### config.mk
export PLATFORM = sky130hd
export DESIGN_NAME = modbus_single_coil_responder_unit_flat
export DESIGN_NICKNAME = d
export VERILOG_FILES = /design/src/msr_pkg.sv /design/src/msr_channels_if.sv /design/src/modbus_single_coil_responder_unit.sv /design/src/msr_front.sv /design/src/msr_queue.sv /design/src/msr_back.sv /design/src/flat_wrapper.sv
export VERILOG_INCLUDE_DIRS = /design/src /design/src/src
export SDC_FILE = /design/constraint.sdc
export NUM_CORES = 1
export LEC_CHECK = 0
export ABC_CLOCK_PERIOD_IN_PS = 10500
export BUFFER_PORTS_ARGS = -buffer_cell sky130_fd_sc_hd__buf_4
export CORE_UTILIZATION = 65
export CTS_BUF_LIST = sky130_fd_sc_hd__clkbuf_4 sky130_fd_sc_hd__clkbuf_8
export CTS_CLUSTER_SIZE = 8
export DETAILED_ROUTE_END_ITERATION = 8
export PLACE_DENSITY = 0.81
export SLEW_MARGIN = 30
export SYNTH_ARGS = -nofsm -noshare
export SYNTH_HDL_FRONTEND = slang
export SYNTH_HIERARCHICAL = 1
export SYNTH_SLANG_ARGS = --single-unit
### constraint.sdc
create_clock -name clk -period 10.5 [get_ports clk]
set_input_delay 1.575 -clock clk [delete_from_list [all_inputs] [get_ports clk]]
set_output_delay 1.575 -clock clk [all_outputs]
set_load 0.02 [all_outputs]
### src/modbus_single_coil_responder_unit_defines.svh
// Assertion macros shared by the Modbus single coil responder modules.
`ifndef MODBUS_SINGLE_COIL_RESPONDER_UNIT_DEFINES_SVH
`define MODBUS_SINGLE_COIL_RESPONDER_UNIT_DEFINES_SVH

// same-cycle implication, sampled on clk, off during reset
`define MSR_ASSERT_IMP(label, ante, cons) \
  label: assert property (@(posedge clk) disable iff (!rst_n) (ante) |-> (cons)) \
    else $error("msr: same-cycle check failed");

// next-cycle implication, sampled on clk, off during reset
`define MSR_ASSERT_NXT(label, ante, cons) \
  label: assert property (@(posedge clk) disable iff (!rst_n) (ante) |=> (cons)) \
    else $error("msr: next-cycle check failed");

`endif

### src/msr_pkg.sv
// Types, constants and CRC helper for the Modbus single coil responder.
`timescale 1ns / 1ps

package msr_pkg;

  localparam int HDR_DEPTH = 9;
  localparam int HDR_IDX_W = $clog2(HDR_DEPTH);
  localparam logic [3:0] COUNT_MAX = 4'd15;
  localparam int QDEPTH = 2;
  localparam int QPTR_W = $clog2(QDEPTH);
  localparam int QCNT_W = $clog2(QDEPTH + 1);

  localparam logic [3:0] MIN_LEN = 4'd4;
  localparam logic [3:0] STD_LEN = 4'd8;
  localparam logic [3:0] MULTI_LEN = 4'd11;

  localparam logic [7:0] FC_READ_COILS = 8'h01;
  localparam logic [7:0] FC_READ_HOLD = 8'h03;
  localparam logic [7:0] FC_WRITE_COIL = 8'h05;
  localparam logic [7:0] FC_WRITE_REG = 8'h06;
  localparam logic [7:0] FC_WRITE_MULTI = 8'h10;

  localparam logic [15:0] COIL_ON = 16'hFF00;
  localparam logic [15:0] COIL_OFF = 16'h0000;

  localparam logic [15:0] CRC_INIT = 16'hFFFF;
  localparam logic [15:0] CRC_POLY = 16'hA001;

  localparam logic [7:0] SLAVE_ADDR_RESET = 8'd2;

  // one queued reply: up to eight bytes, CRC inserted at crc_idx when has_crc
  typedef struct packed {
    logic [7:0][7:0] data;
    logic [2:0]      last_idx;
    logic            has_crc;
    logic [2:0]      crc_idx;
    logic            coil;
  } msr_cmd_t;

  function automatic logic [15:0] crc16_byte(input logic [15:0] crc_in,
                                             input logic [7:0] b);
    logic [15:0] c;
    c = crc_in ^ {8'h00, b};
    for (int k = 0; k < 8; k++) begin
      c = c[0] ? ((c >> 1) ^ CRC_POLY) : (c >> 1);
    end
    return c;
  endfunction

endpackage

### src/msr_channels_if.sv
// Channel interfaces of the Modbus single coil responder: request, reply, config.
`timescale 1ns / 1ps

interface msr_in_if;
  logic       valid;
  logic       ready;
  logic [7:0] rx_byte;
  logic       rx_last;
  modport source (output valid, output rx_byte, output rx_last, input ready);
  modport sink (input valid, input rx_byte, input rx_last, output ready);
endinterface

interface msr_out_if;
  logic       valid;
  logic       ready;
  logic [7:0] tx_byte;
  logic       tx_last;
  logic       coil_level;
  modport source (output valid, output tx_byte, output tx_last, output coil_level,
                  input ready);
  modport sink (input valid, input tx_byte, input tx_last, input coil_level,
                output ready);
endinterface

interface msr_cfg_if;
  logic       valid;
  logic       ready;
  logic [7:0] data;
  modport source (output valid, output data, input ready);
  modport sink (input valid, input data, output ready);
endinterface

### src/modbus_single_coil_responder_unit.sv
// Top level of the Modbus single coil responder.
`timescale 1ns / 1ps
// Usage:
//   in_ch  : request bytes, rx_last on the final byte of a frame. One byte is
//            taken per cycle; in_ch.ready drops only while the reply queue
//            (two frames deep) is full.
//   out_ch : reply bytes, tx_last on the final byte, coil_level with each byte.
//   cfg_ch : slave address write, taken in any cycle; write it only while idle.
// Reply path: after the last request byte is transferred, the first reply byte
//   passes the queue slot, the current-reply register and the output register;
//   the rest follow one per cycle while out_ch.ready is high. Replies are 6 to 8
//   bytes; the queue decouples a frame's decode from the previous frame's reply.
// Frames that get no reply push nothing and leave the coil unchanged.
// Reset: rst_n low clears the byte count, the coil, the queue and the output
//   register, and sets the slave address to 2.
// Stall: a low out_ch.ready holds the output register; the emitter, then the
//   queue, then in_ch.ready back up in turn.

module modbus_single_coil_responder_unit (
  input  logic       clk,
  input  logic       rst_n,
  msr_in_if.sink     in_ch,
  msr_out_if.source  out_ch,
  msr_cfg_if.sink    cfg_ch
);
  import msr_pkg::*;

  msr_cmd_t push_cmd;
  msr_cmd_t pop_cmd;
  logic     push, pop, full, not_empty;

  msr_front u_front (
    .clk      (clk),
    .rst_n    (rst_n),
    .in_ch    (in_ch),
    .cfg_ch   (cfg_ch),
    .cmd_full (full),
    .cmd_push (push),
    .cmd      (push_cmd)
  );

  msr_queue u_queue (
    .clk       (clk),
    .rst_n     (rst_n),
    .push      (push),
    .push_cmd  (push_cmd),
    .full      (full),
    .pop       (pop),
    .not_empty (not_empty),
    .pop_cmd   (pop_cmd)
  );

  msr_back u_back (
    .clk       (clk),
    .rst_n     (rst_n),
    .cmd_valid (not_empty),
    .cmd       (pop_cmd),
    .cmd_pop   (pop),
    .out_ch    (out_ch)
  );

endmodule

### src/msr_front.sv
// Front end: collects request bytes, decodes the frame and queues the reply.
`timescale 1ns / 1ps

module msr_front (
  input  logic              clk,
  input  logic              rst_n,
  msr_in_if.sink            in_ch,
  msr_cfg_if.sink           cfg_ch,
  input  logic              cmd_full,
  output logic              cmd_push,
  output msr_pkg::msr_cmd_t cmd
);
  import msr_pkg::*;

  logic [7:0] hdr_r [HDR_DEPTH];
  logic [7:0] view [HDR_DEPTH];
  logic [3:0] count_r, count_nxt;
  logic       coil_r, coil_nxt;
  logic [7:0] addr_r, addr_nxt;
  logic [3:0] len;
  logic [7:0] fc;
  logic [15:0] v45, v78;
  logic       accept, addr_ok, reply;

  assign in_ch.ready = !cmd_full;
  assign cfg_ch.ready = 1'b1;
  assign accept = in_ch.valid && in_ch.ready;

  always_comb begin
    for (int i = 0; i < HDR_DEPTH; i++) begin
      view[i] = (count_r == 4'(i)) ? in_ch.rx_byte : hdr_r[i];
    end
  end

  assign len = (count_r == COUNT_MAX) ? COUNT_MAX : count_r + 4'd1;
  assign fc = view[1];
  assign v45 = {view[4], view[5]};
  assign v78 = {view[7], view[8]};
  assign addr_ok = (len >= MIN_LEN) && (view[0] == addr_r);

  always_comb begin
    for (int i = 0; i < 8; i++) begin
      cmd.data[i] = view[i];
    end
    cmd.last_idx = 3'd7;
    cmd.has_crc = 1'b0;
    cmd.crc_idx = 3'd0;
    reply = 1'b0;
    coil_nxt = coil_r;
    if (addr_ok) begin
      priority if (fc == FC_WRITE_COIL && len >= STD_LEN) begin
        reply = 1'b1;
        if (v45 == COIL_ON) begin
          coil_nxt = 1'b1;
        end else if (v45 == COIL_OFF) begin
          coil_nxt = 1'b0;
        end
      end else if (fc == FC_WRITE_REG && len >= STD_LEN) begin
        reply = 1'b1;
        coil_nxt = (v45 != 16'h0000);
      end else if (fc == FC_WRITE_MULTI && len >= MULTI_LEN) begin
        reply = 1'b1;
        coil_nxt = (v78 != 16'h0000);
        cmd.has_crc = 1'b1;
        cmd.crc_idx = 3'd6;
        cmd.last_idx = 3'd7;
      end else if (fc == FC_READ_COILS && len >= STD_LEN) begin
        reply = 1'b1;
        cmd.data[0] = addr_r;
        cmd.data[1] = FC_READ_COILS;
        cmd.data[2] = 8'd1;
        cmd.data[3] = {7'd0, coil_r};
        cmd.has_crc = 1'b1;
        cmd.crc_idx = 3'd4;
        cmd.last_idx = 3'd5;
      end else if (fc == FC_READ_HOLD && len >= STD_LEN) begin
        reply = 1'b1;
        cmd.data[0] = addr_r;
        cmd.data[1] = FC_READ_HOLD;
        cmd.data[2] = 8'd2;
        cmd.data[3] = 8'd0;
        cmd.data[4] = {7'd0, coil_r};
        cmd.has_crc = 1'b1;
        cmd.crc_idx = 3'd5;
        cmd.last_idx = 3'd6;
      end else begin
        reply = 1'b0;
      end
    end
    cmd.coil = coil_nxt;
  end

  assign cmd_push = accept && in_ch.rx_last && reply;

  always_comb begin
    count_nxt = count_r;
    if (accept) begin
      count_nxt = in_ch.rx_last ? 4'd0 : len;
    end
    addr_nxt = (cfg_ch.valid && cfg_ch.ready) ? cfg_ch.data : addr_r;
  end

  always_ff @(posedge clk) begin
    if (!rst_n) begin
      count_r <= 4'd0;
      coil_r <= 1'b0;
      addr_r <= SLAVE_ADDR_RESET;
    end else begin
      count_r <= count_nxt;
      addr_r <= addr_nxt;
      if (cmd_push) begin
        coil_r <= coil_nxt;
      end
    end
  end

  always_ff @(posedge clk) begin
    if (accept && count_r < 4'(HDR_DEPTH)) begin
      hdr_r[count_r[HDR_IDX_W-1:0]] <= in_ch.rx_byte;
    end
  end

endmodule

### src/msr_queue.sv
// Short reply queue between the decoding front end and the byte emitter.
`timescale 1ns / 1ps
`include "modbus_single_coil_responder_unit_defines.svh"

module msr_queue (
  input  logic              clk,
  input  logic              rst_n,
  input  logic              push,
  input  msr_pkg::msr_cmd_t push_cmd,
  output logic              full,
  input  logic              pop,
  output logic              not_empty,
  output msr_pkg::msr_cmd_t pop_cmd
);
  import msr_pkg::*;

  msr_cmd_t              slot_r [QDEPTH];
  logic [QPTR_W-1:0]     wr_ptr_r, wr_ptr_nxt;
  logic [QPTR_W-1:0]     rd_ptr_r, rd_ptr_nxt;
  logic [QCNT_W-1:0]     count_r, count_nxt;

  assign full = (count_r == QCNT_W'(QDEPTH));
  assign not_empty = (count_r != '0);
  assign pop_cmd = slot_r[rd_ptr_r];

  always_comb begin
    wr_ptr_nxt = push ? wr_ptr_r + 1'b1 : wr_ptr_r;
    rd_ptr_nxt = pop ? rd_ptr_r + 1'b1 : rd_ptr_r;
    count_nxt = count_r;
    if (push && !pop) begin
      count_nxt = count_r + 1'b1;
    end else if (pop && !push) begin
      count_nxt = count_r - 1'b1;
    end
  end

  always_ff @(posedge clk) begin
    if (!rst_n) begin
      wr_ptr_r <= '0;
      rd_ptr_r <= '0;
      count_r <= '0;
    end else begin
      wr_ptr_r <= wr_ptr_nxt;
      rd_ptr_r <= rd_ptr_nxt;
      count_r <= count_nxt;
    end
  end

  always_ff @(posedge clk) begin
    if (push) begin
      slot_r[wr_ptr_r] <= push_cmd;
    end
  end

  `MSR_ASSERT_IMP(a_no_overflow, push, !full || pop)
  `MSR_ASSERT_IMP(a_no_underflow, pop, not_empty)
  `MSR_ASSERT_NXT(a_push_fills, push && !pop, not_empty)

endmodule

### src/msr_back.sv
// Back end: emits queued reply bytes with a running CRC16 into the output register.
`timescale 1ns / 1ps
`include "modbus_single_coil_responder_unit_defines.svh"

module msr_back (
  input  logic              clk,
  input  logic              rst_n,
  input  logic              cmd_valid,
  input  msr_pkg::msr_cmd_t cmd,
  output logic              cmd_pop,
  msr_out_if.source         out_ch
);
  import msr_pkg::*;

  msr_cmd_t    cur_r;
  logic        active_r, active_nxt;
  logic [2:0]  idx_r, idx_nxt;
  logic [15:0] crc_r, crc_nxt;
  logic        out_valid_r, out_valid_nxt;
  logic [7:0]  out_byte_r;
  logic        out_last_r;
  logic        out_coil_r;
  logic        can_emit, emit, is_crc_lo, is_crc_hi;
  logic [7:0]  sel_byte;

  assign can_emit = !out_valid_r || out_ch.ready;
  assign emit = active_r && can_emit;
  assign cmd_pop = cmd_valid && !active_r;

  assign is_crc_lo = cur_r.has_crc && (idx_r == cur_r.crc_idx);
  assign is_crc_hi = cur_r.has_crc && (idx_r == cur_r.crc_idx + 3'd1);

  always_comb begin
    priority if (is_crc_lo) begin
      sel_byte = crc_r[7:0];
    end else if (is_crc_hi) begin
      sel_byte = crc_r[15:8];
    end else begin
      sel_byte = cur_r.data[idx_r];
    end
  end

  always_comb begin
    active_nxt = active_r;
    idx_nxt = idx_r;
    crc_nxt = crc_r;
    out_valid_nxt = out_valid_r;
    if (cmd_pop) begin
      active_nxt = 1'b1;
      idx_nxt = 3'd0;
      crc_nxt = CRC_INIT;
    end else if (emit) begin
      idx_nxt = idx_r + 3'd1;
      if (idx_r == cur_r.last_idx) begin
        active_nxt = 1'b0;
      end
      if (!is_crc_lo && !is_crc_hi) begin
        crc_nxt = crc16_byte(crc_r, sel_byte);
      end
    end
    if (emit) begin
      out_valid_nxt = 1'b1;
    end else if (out_ch.ready) begin
      out_valid_nxt = 1'b0;
    end
  end

  always_ff @(posedge clk) begin
    if (!rst_n) begin
      active_r <= 1'b0;
      out_valid_r <= 1'b0;
    end else begin
      active_r <= active_nxt;
      out_valid_r <= out_valid_nxt;
    end
  end

  always_ff @(posedge clk) begin
    idx_r <= idx_nxt;
    crc_r <= crc_nxt;
    if (cmd_pop) begin
      cur_r <= cmd;
    end
    if (emit) begin
      out_byte_r <= sel_byte;
      out_last_r <= (idx_r == cur_r.last_idx);
      out_coil_r <= cur_r.coil;
    end
  end

  assign out_ch.valid = out_valid_r;
  assign out_ch.tx_byte = out_byte_r;
  assign out_ch.tx_last = out_last_r;
  assign out_ch.coil_level = out_coil_r;

  `MSR_ASSERT_IMP(a_idx_range, active_r, idx_r <= cur_r.last_idx)
  `MSR_ASSERT_NXT(a_last_ends, emit && (idx_r == cur_r.last_idx), !active_r && out_last_r)
  `MSR_ASSERT_NXT(a_out_hold, out_valid_r && !out_ch.ready, out_valid_r)

endmodule
### src/flat_wrapper.sv
// flat-port wrapper written by rule: the top's interface ports become plain ports
module modbus_single_coil_responder_unit_flat import msr_pkg::*;
  (clk, rst_n, in_ch_valid, in_ch_rx_byte, in_ch_rx_last, in_ch_ready, out_ch_valid, out_ch_tx_byte, out_ch_tx_last, out_ch_coil_level, out_ch_ready, cfg_ch_valid, cfg_ch_data, cfg_ch_ready);
  msr_in_if in_ch_i ();
  msr_out_if out_ch_i ();
  msr_cfg_if cfg_ch_i ();
  input  logic clk;
  input  logic rst_n;
  input wire logic [$bits(in_ch_i.valid)-1:0] in_ch_valid;
  input wire logic [$bits(in_ch_i.rx_byte)-1:0] in_ch_rx_byte;
  input wire logic [$bits(in_ch_i.rx_last)-1:0] in_ch_rx_last;
  output wire logic [$bits(in_ch_i.ready)-1:0] in_ch_ready;
  output wire logic [$bits(out_ch_i.valid)-1:0] out_ch_valid;
  output wire logic [$bits(out_ch_i.tx_byte)-1:0] out_ch_tx_byte;
  output wire logic [$bits(out_ch_i.tx_last)-1:0] out_ch_tx_last;
  output wire logic [$bits(out_ch_i.coil_level)-1:0] out_ch_coil_level;
  input wire logic [$bits(out_ch_i.ready)-1:0] out_ch_ready;
  input wire logic [$bits(cfg_ch_i.valid)-1:0] cfg_ch_valid;
  input wire logic [$bits(cfg_ch_i.data)-1:0] cfg_ch_data;
  output wire logic [$bits(cfg_ch_i.ready)-1:0] cfg_ch_ready;
  assign in_ch_i.valid = in_ch_valid;
  assign in_ch_i.rx_byte = in_ch_rx_byte;
  assign in_ch_i.rx_last = in_ch_rx_last;
  assign in_ch_ready = in_ch_i.ready;
  assign out_ch_valid = out_ch_i.valid;
  assign out_ch_tx_byte = out_ch_i.tx_byte;
  assign out_ch_tx_last = out_ch_i.tx_last;
  assign out_ch_coil_level = out_ch_i.coil_level;
  assign out_ch_i.ready = out_ch_ready;
  assign cfg_ch_i.valid = cfg_ch_valid;
  assign cfg_ch_i.data = cfg_ch_data;
  assign cfg_ch_ready = cfg_ch_i.ready;
  modbus_single_coil_responder_unit u_core (.clk(clk), .rst_n(rst_n), .in_ch(in_ch_i), .out_ch(out_ch_i), .cfg_ch(cfg_ch_i));
endmodule
# Word level (Yosys, flattened, before mapping)
# Memory sizes are Yosys's and may differ from the RTL's. A register that Yosys moved wholly into a read port is not among the register bits.
# Cells that the tools add are included.
word_totals:
  regBits: 48
  ram_bits: 216
  input_bits: 22
  out_inout_bits: 13
  word_cells: 146
  n_memories: 2
op_classes:
  n_addsub: 7
  magnitude_cmp: 5
  n_eq_ne: 20
  mux: 54
  n_bitwise: 9
  reduce_logical: 36
mem_list:
  columns: ["name", "depth", "width", "rd", "rd_ports_with_merged_regs", "write_ports", "line_no", "text"]
  rows:
  - ["u_core.u_queue.slot_r", 2, 72, 1, 1, 1, "msr_queue.sv:17", "msr_cmd_t slot_r [QDEPTH];"]
  - ["u_core.u_front.hdr_r", 9, 8, 9, 0, 1, "msr_front.sv:15", "logic [7:0] hdr_r [HDR_DEPTH];"]
ops:
  columns: ["cell", "count"]
  rows:
  - ["two-way mux 47 bit", 4]
  - ["two-way mux 16 bit", 8]
  - ["two-way mux 8 bit", 13]
  - ["two-way mux 40 bit", 1]
  - ["two-way mux 39 bit", 1]
  - ["nonzero test 16 bit", 2]
  - ["binary-select mux 8 bit (select 3 bit)", 1]
  - ["inverter 2 -> 3 bit", 8]
  - ["two-way mux 1 bit", 21]
  - ["logical AND 1 bit", 17]
  - ["equality test 16 bit (second input constant)", 1]
  - ["equality test 4 x 3 -> 1 bit (second input constant)", 4]
  - ["equality test 8 x 3 -> 1 bit (second input constant)", 2]
  - ["zero test 16 bit", 1]
  - ["bitwise XOR 16 x 8 -> 16 bit", 1]
  - ["nonzero test 2 bit", 5]
  - ["equality test 3 bit", 3]
  - ["equality test 4 x 2 -> 1 bit (second input constant)", 2]
  - ["equality test 4 bit (second input constant)", 2]
  - ["equality test 8 x 1 -> 1 bit (second input constant)", 1]
  - ["equality test 8 x 2 -> 1 bit (second input constant)", 1]
  - ["equality test 8 x 5 -> 1 bit (second input constant)", 1]
  - ["equality test 8 bit", 1]
  - ["greater-or-equal comparator 4 bit (second input constant)", 2]
  - ["17 further kinds", 28]

# Longest topological paths before layout
logic_depth:
  ltp_word: 22
  mapped_depth: 14
  depth_no_buf: 12

# Cells and area by module
# Netlist, hierarchy kept.
modules_own_cells:
  columns: ["mod", "n_inst", "cells_each", "area_per_inst_um2", "seq_area_each_um2"]
  rows:
  - ["msr_queue", 1, 246, 5442.7, 4424.2]
  - ["msr_front", 1, 400, 4456.8, 2422.3]
  - ["msr_back", 1, 272, 4330.4, 2882.8]

# Least setup slack after synthesis
# OpenSTA, ideal clock, no wires.
synth_path:
  path_type: "input-to-reg"
  startpoint: "in in_ch_rx_byte[3]"
  endpoint: "mem u_core/u_queue/slot_r[0][0] (netlist bit), enable pin"
  setup_time_ps: 512
  arrival_ps: 6297
  required_ps: 9988
  path_slack_ps: 3691
  stages: 8
  n_path_buf: 1
  cell_sequence: "clkbuf_1 > nor4_1 > mux2i_1 > nor2_1 > nand3_1 > nand2_1 > and3_1 > nor2b_1"
synth_via:
  elab_chain_len: 12
  word_cells_on_any_way: 23
  cone_classes: "eq/ne (6); mux (10); reduce/logical (7)"
synth_lines:
  columns: ["item", "line_no", "text"]
  rows:
  - ["start, declared", "flat_wrapper.sv:10", "input wire logic [$bits(in_ch_i.rx_byte)-1:0] in_ch_rx_byte;"]
  - ["two-way mux 8 bit", "msr_front.sv:31", "view[i] = (count_r == 4'(i)) ? in_ch.rx_byte : hdr_r[i];"]
  - ["equality test 8 x 2 -> 1 bit", "msr_front.sv:76", "end else if (fc == FC_READ_HOLD && len >= STD_LEN) begin"]
  - ["logical AND 1 bit", "msr_front.sv:76", null]
  - ["two-way mux 1 bit", "msr_front.sv:76", null]
  - ["two-way mux 1 bit", "msr_front.sv:67", "end else if (fc == FC_READ_COILS && len >= STD_LEN) begin"]
  - ["two-way mux 1 bit", "msr_front.sv:61", "end else if (fc == FC_WRITE_MULTI && len >= MULTI_LEN) begin"]
  - ["two-way mux 1 bit", "msr_front.sv:58", "end else if (fc == FC_WRITE_REG && len >= STD_LEN) begin"]
  - ["two-way mux 1 bit", "msr_front.sv:51", "priority if (fc == FC_WRITE_COIL && len >= STD_LEN) begin"]
  - ["two-way mux 1 bit *", "msr_front.sv:50", "if (addr_ok) begin"]
  - ["logical AND 1 bit *", "msr_front.sv:93", "assign cmd_push = accept && in_ch.rx_last && reply;"]
  - ["net u_core.push", "modbus_single_coil_responder_unit.sv:30", "logic push, pop, full, not_empty;"]
  - ["two-way mux 1 bit *", "msr_queue.sv:50", "if (push) begin"]
  - ["two-way mux 1 bit (not written as such) *", "msr_queue.sv:51", "slot_r[wr_ptr_r] <= push_cmd;"]
  - ["end, declared", "msr_queue.sv:17", null]
# The timed path passes the listed nets; every way through them passes the cells marked *.

# Worst setup path after layout
layout_path:
  startpoint: "in in_ch_rx_byte[3]"
  endpoint: "mem u_core/u_queue/slot_r[0][66] (netlist bit), enable pin"
# Same word-level chain as after synthesis.

==> metrics <==
nets@finish 993; top cells by area, synth edfxtp_1, mux2_2, dfxtp_1, mux2i_1, nand2_1; CTS root buffer clkbuf_8; Final Hold Fails 0; Post-synth EDFFs 298; Synth Flop Type edfxtp_1; largest net degree at the start of global routing 79; Startpoint Class input pin; Vias/cell 6.091; highest layer used for signal routing met4; clk_skew 0.02715 ns; post-synth top area share 0.6289; Port Buffers 33; Final TNS setup 0 ns; met3 wire len 1.795 mm; detailed placer's ending HPWL 17.88 mm; Static Leak 5.485 nW; Metal-1 WL 12.21 mm; Seq cells post-synth 337; final wirelength 27.94 mm; Pre-antenna DRT Iters 5; worst path cell trace buf_4 -> nor4_1 -> mux2i_1 -> nor2_1 -> nand3_1 -> nand2_1 -> and3_1 -> nor2b_4 -> buf_6; Hold Path Sink u_core/u_back/out_ch.coil_level$_DFFE_PP_; maximum fanout along the worst path 73; antenna cells 0; CTS Buf Count 52; hold depth 0; total track usage 0.2604; clock tree buffer depth 3; FF-to-FF Start u_core/u_front/count_r[0]$_SDFFE_PN0P_; initial core utilization 0.6706; unique cell type count in the Yosys netlist 63; flip-flop and latch area 9732 um2; fin cells 1270; Yosys top cell by area edfxtp_1; most common cell after layout, fill and taps aside edfxtp_1; placed instance area 14600 um2; Pins Over Slew Limit 0; Die W 150.0 um; Crit path required time 10.69 ns; Inst Count DP 1185; Cell Area, Synth 14230 um2; fin crit share 0.3883; area of the core 21220 um2; vias in the first global route 7405; Routed wire per std cell 22.00 um; Worst Min Path Start u_core/u_back/cur_r[0]$_DFFE_PP_; CTS Sinks 337; Crit Path Class in -> reg; CP delay by family, top simple AND/OR/NAND/NOR gates; Yosys warning total 6; Die Ht 150.0 um; met2 wire length 13.21 mm; Worst path max stage delay 0.56 ns; sequential share of the synthesized area 0.6837; cts repair resizes 0; Worst R2R Path Depth 10; Critical Path Slowest Stage Cell nor4_1; Critical Path AT 4.27 ns; main combinational cell family by area after synthesis multiplexers; initial antenna violation count 0; FP Rows 53; I/O pin count 35; fin area 15550 um2; Max Clock Freq 245.3 MHz; Synth Area in Simple Gates 0.08186; crit end category flip-flop; RSZ-0062 raised after global routing false; synthesized area per cell 15.50 um2; footprint of the multi-input gates 4170 um2; grt total ovfl 0; Final setup violation count 0; Worst-Skew Late Latency 0.58 ns; Hold Crit Class reg -> reg; CTS tree yes; Slew headroom 0.3468; reg2reg setup slack 6.65 ns; status finished clean; minimum clock period 4.077 ns; DRC 0; H-tree depth 2; Crit Reg-Reg Endpoint u_core/u_queue/slot_r[0][66]$_DFFE_PP_; total number of vias 7736; fraction of registers with async set/reset 0; area grow syn2layout 9.294%; Max VDD drop 0.0001970 V; Initial DRC Count 563; first-pass GRT wire length 42.30 mm; Synth Area in Compound Gates 0.02822; Routed Antenna Nets 0; Cell Pwr Density 250.1 nW/um2; setup bufs post-CTS 0; Hold Buf Count CTS 0; clk slew on worst S/H paths 0.06 ns; Adder-Cell Fraction of Synth Area 0.006155; most frequent cells in the layout edfxtp_1, mux2_2, nand2_1, clkbuf_8, mux2i_1; worst slew pin tran 0.9799 ns; filler cell count in the final layout 1299; Post-Syn Instances 918; WP buf/inv 2; max_cap viols 0; DIE AREA 22490 um2; post-synthesis mux area share 0.1498; Post-Synth XOR/XNOR Area 0.02550; layout cell share with drive strength beyond 1 0.2603; Placer Congestion 0.8241
-- cells by family after synthesis --
| kind of cell | after synthesis |
|---|---|
| multiplexers | 174 |
| other | 1 |
| XOR/XNOR | 38 |
| flip-flops | 337 |
| AND/OR/NAND/NOR | 231 |
| AO/OA/AOI/OAI | 67 |
| buffers and inverters | 63 |
| adder cells (fa/ha/maj) | 7 |
-- stage by stage --
step	hold WS [ns]	worst slack, ns	utilization	power [mW]
after floorplan	0.4003	3.691	-	2.669
after global routing	0.4303	6.302	0.7329	4.069
after CTS	0.4273	6.313	0.7324	3.919
after detailed placement	0.4074	5.704	0.6880	2.921
after global placement	0.4052	5.849	0.6877	2.890
final	0.4309	6.423	0.7329	3.890
-- state kept, by name (all words and copies together), names as in the netlist, named ones only --
register and cells:
u_core/u_front/count_r 4, u_core/u_queue/rd_ptr_r 1, u_core/u_front/hdr_r 72, u_core/u_back/active_r 1
u_core/u_queue/count_r 2, u_core/u_queue/slot_r 144, u_core/u_front/addr_r 8, u_core/u_front/coil_r 1
u_core/u_back/cur_r 72, u_core/u_back/out_ch.tx_byte 8, u_core/u_back/out_ch.coil_level 1, u_core/u_back/idx_r 3
u_core/u_back/crc_r 16, u_core/u_back/out_ch.tx_last 1, u_core/u_queue/wr_ptr_r 1, u_core/u_back/out_ch.valid 1
-- synthesized netlist by cell type (all sizes together), types with 2 or more instances --
master and count:
nand3 13, nor4 11, nand4 10, or2 3, ha 7, nor3 7
dfxtp 39, and3b 4, nand2b 2, a31oi 2, clkbuf 25, a21boi 2
nor2 32, or4 4, a22o 2, mux2 112, xnor2 17, mux2i 46
or3 3, a211oi 2, o21ai 15, o211ai 8, a21oi 27, nand3b 4
edfxtp 298, and2 16, and4 2, nor2b 15, and3 2, xor2 19
inv 14, o21a 3, buf 24, nand2 98, mux4 16
-- worst max-delay path by stage --
| stage | slack [ns] | endpoint | startpoint | depth (start not counted) |
|---|---|---|---|---|
| after global placement | 5.85 | u_core/u_queue/slot_r[0][63]$_DFFE_PP_ | in_ch_rx_byte[3] | 9 |
| after floorplan | 3.69 | u_core/u_queue/slot_r[0][0]$_DFFE_PP_ | in_ch_rx_byte[3] | 8 |
| final | 6.42 | u_core/u_queue/slot_r[0][66]$_DFFE_PP_ | in_ch_rx_byte[3] | 9 |
| after CTS | 6.31 | u_core/u_queue/slot_r[0][59]$_DFFE_PP_ | in_ch_rx_byte[3] | 9 |
| after detailed placement | 5.70 | u_core/u_queue/slot_r[0][63]$_DFFE_PP_ | in_ch_rx_byte[3] | 9 |
| after global routing | 6.30 | u_core/u_queue/slot_r[0][59]$_DFFE_PP_ | in_ch_rx_byte[3] | 9 |
-- where the power goes --
part / internal [mW] / total [mW] / switching [mW] / leakage [nW]
logic: 0.513 / 1.11 / 0.600 / 1.94
registers: 1.70 / 1.78 / 0.0827 / 3.04
clock network: 0.532 / 0.995 / 0.463 / 0.506
total: 2.74 / 3.89 / 1.14 / 5.48
-- area by class of cell --
cell class | count | share of cell area
Clock buffer | 73 | 0.05615
Clock inverter | 12 | 0.004425
Inverter | 14 | 0.003379
Multi-Input combinational cell | 519 | 0.2681
Sequential cell | 337 | 0.6257
Tap cell | 275 | 0.02212
Timing Repair Buffer | 40 | 0.02003
-- per-layer routing --
metal / vias up / global-route usage
met4: 0 / 0.09495
met5: - / 0
li1: 3541 / -
met2: 315 / 0.4079
met1: 3827 / 0.3703
met3: 53 / 0.04573
Note: power is estimated with default switching activity, not from simulation.
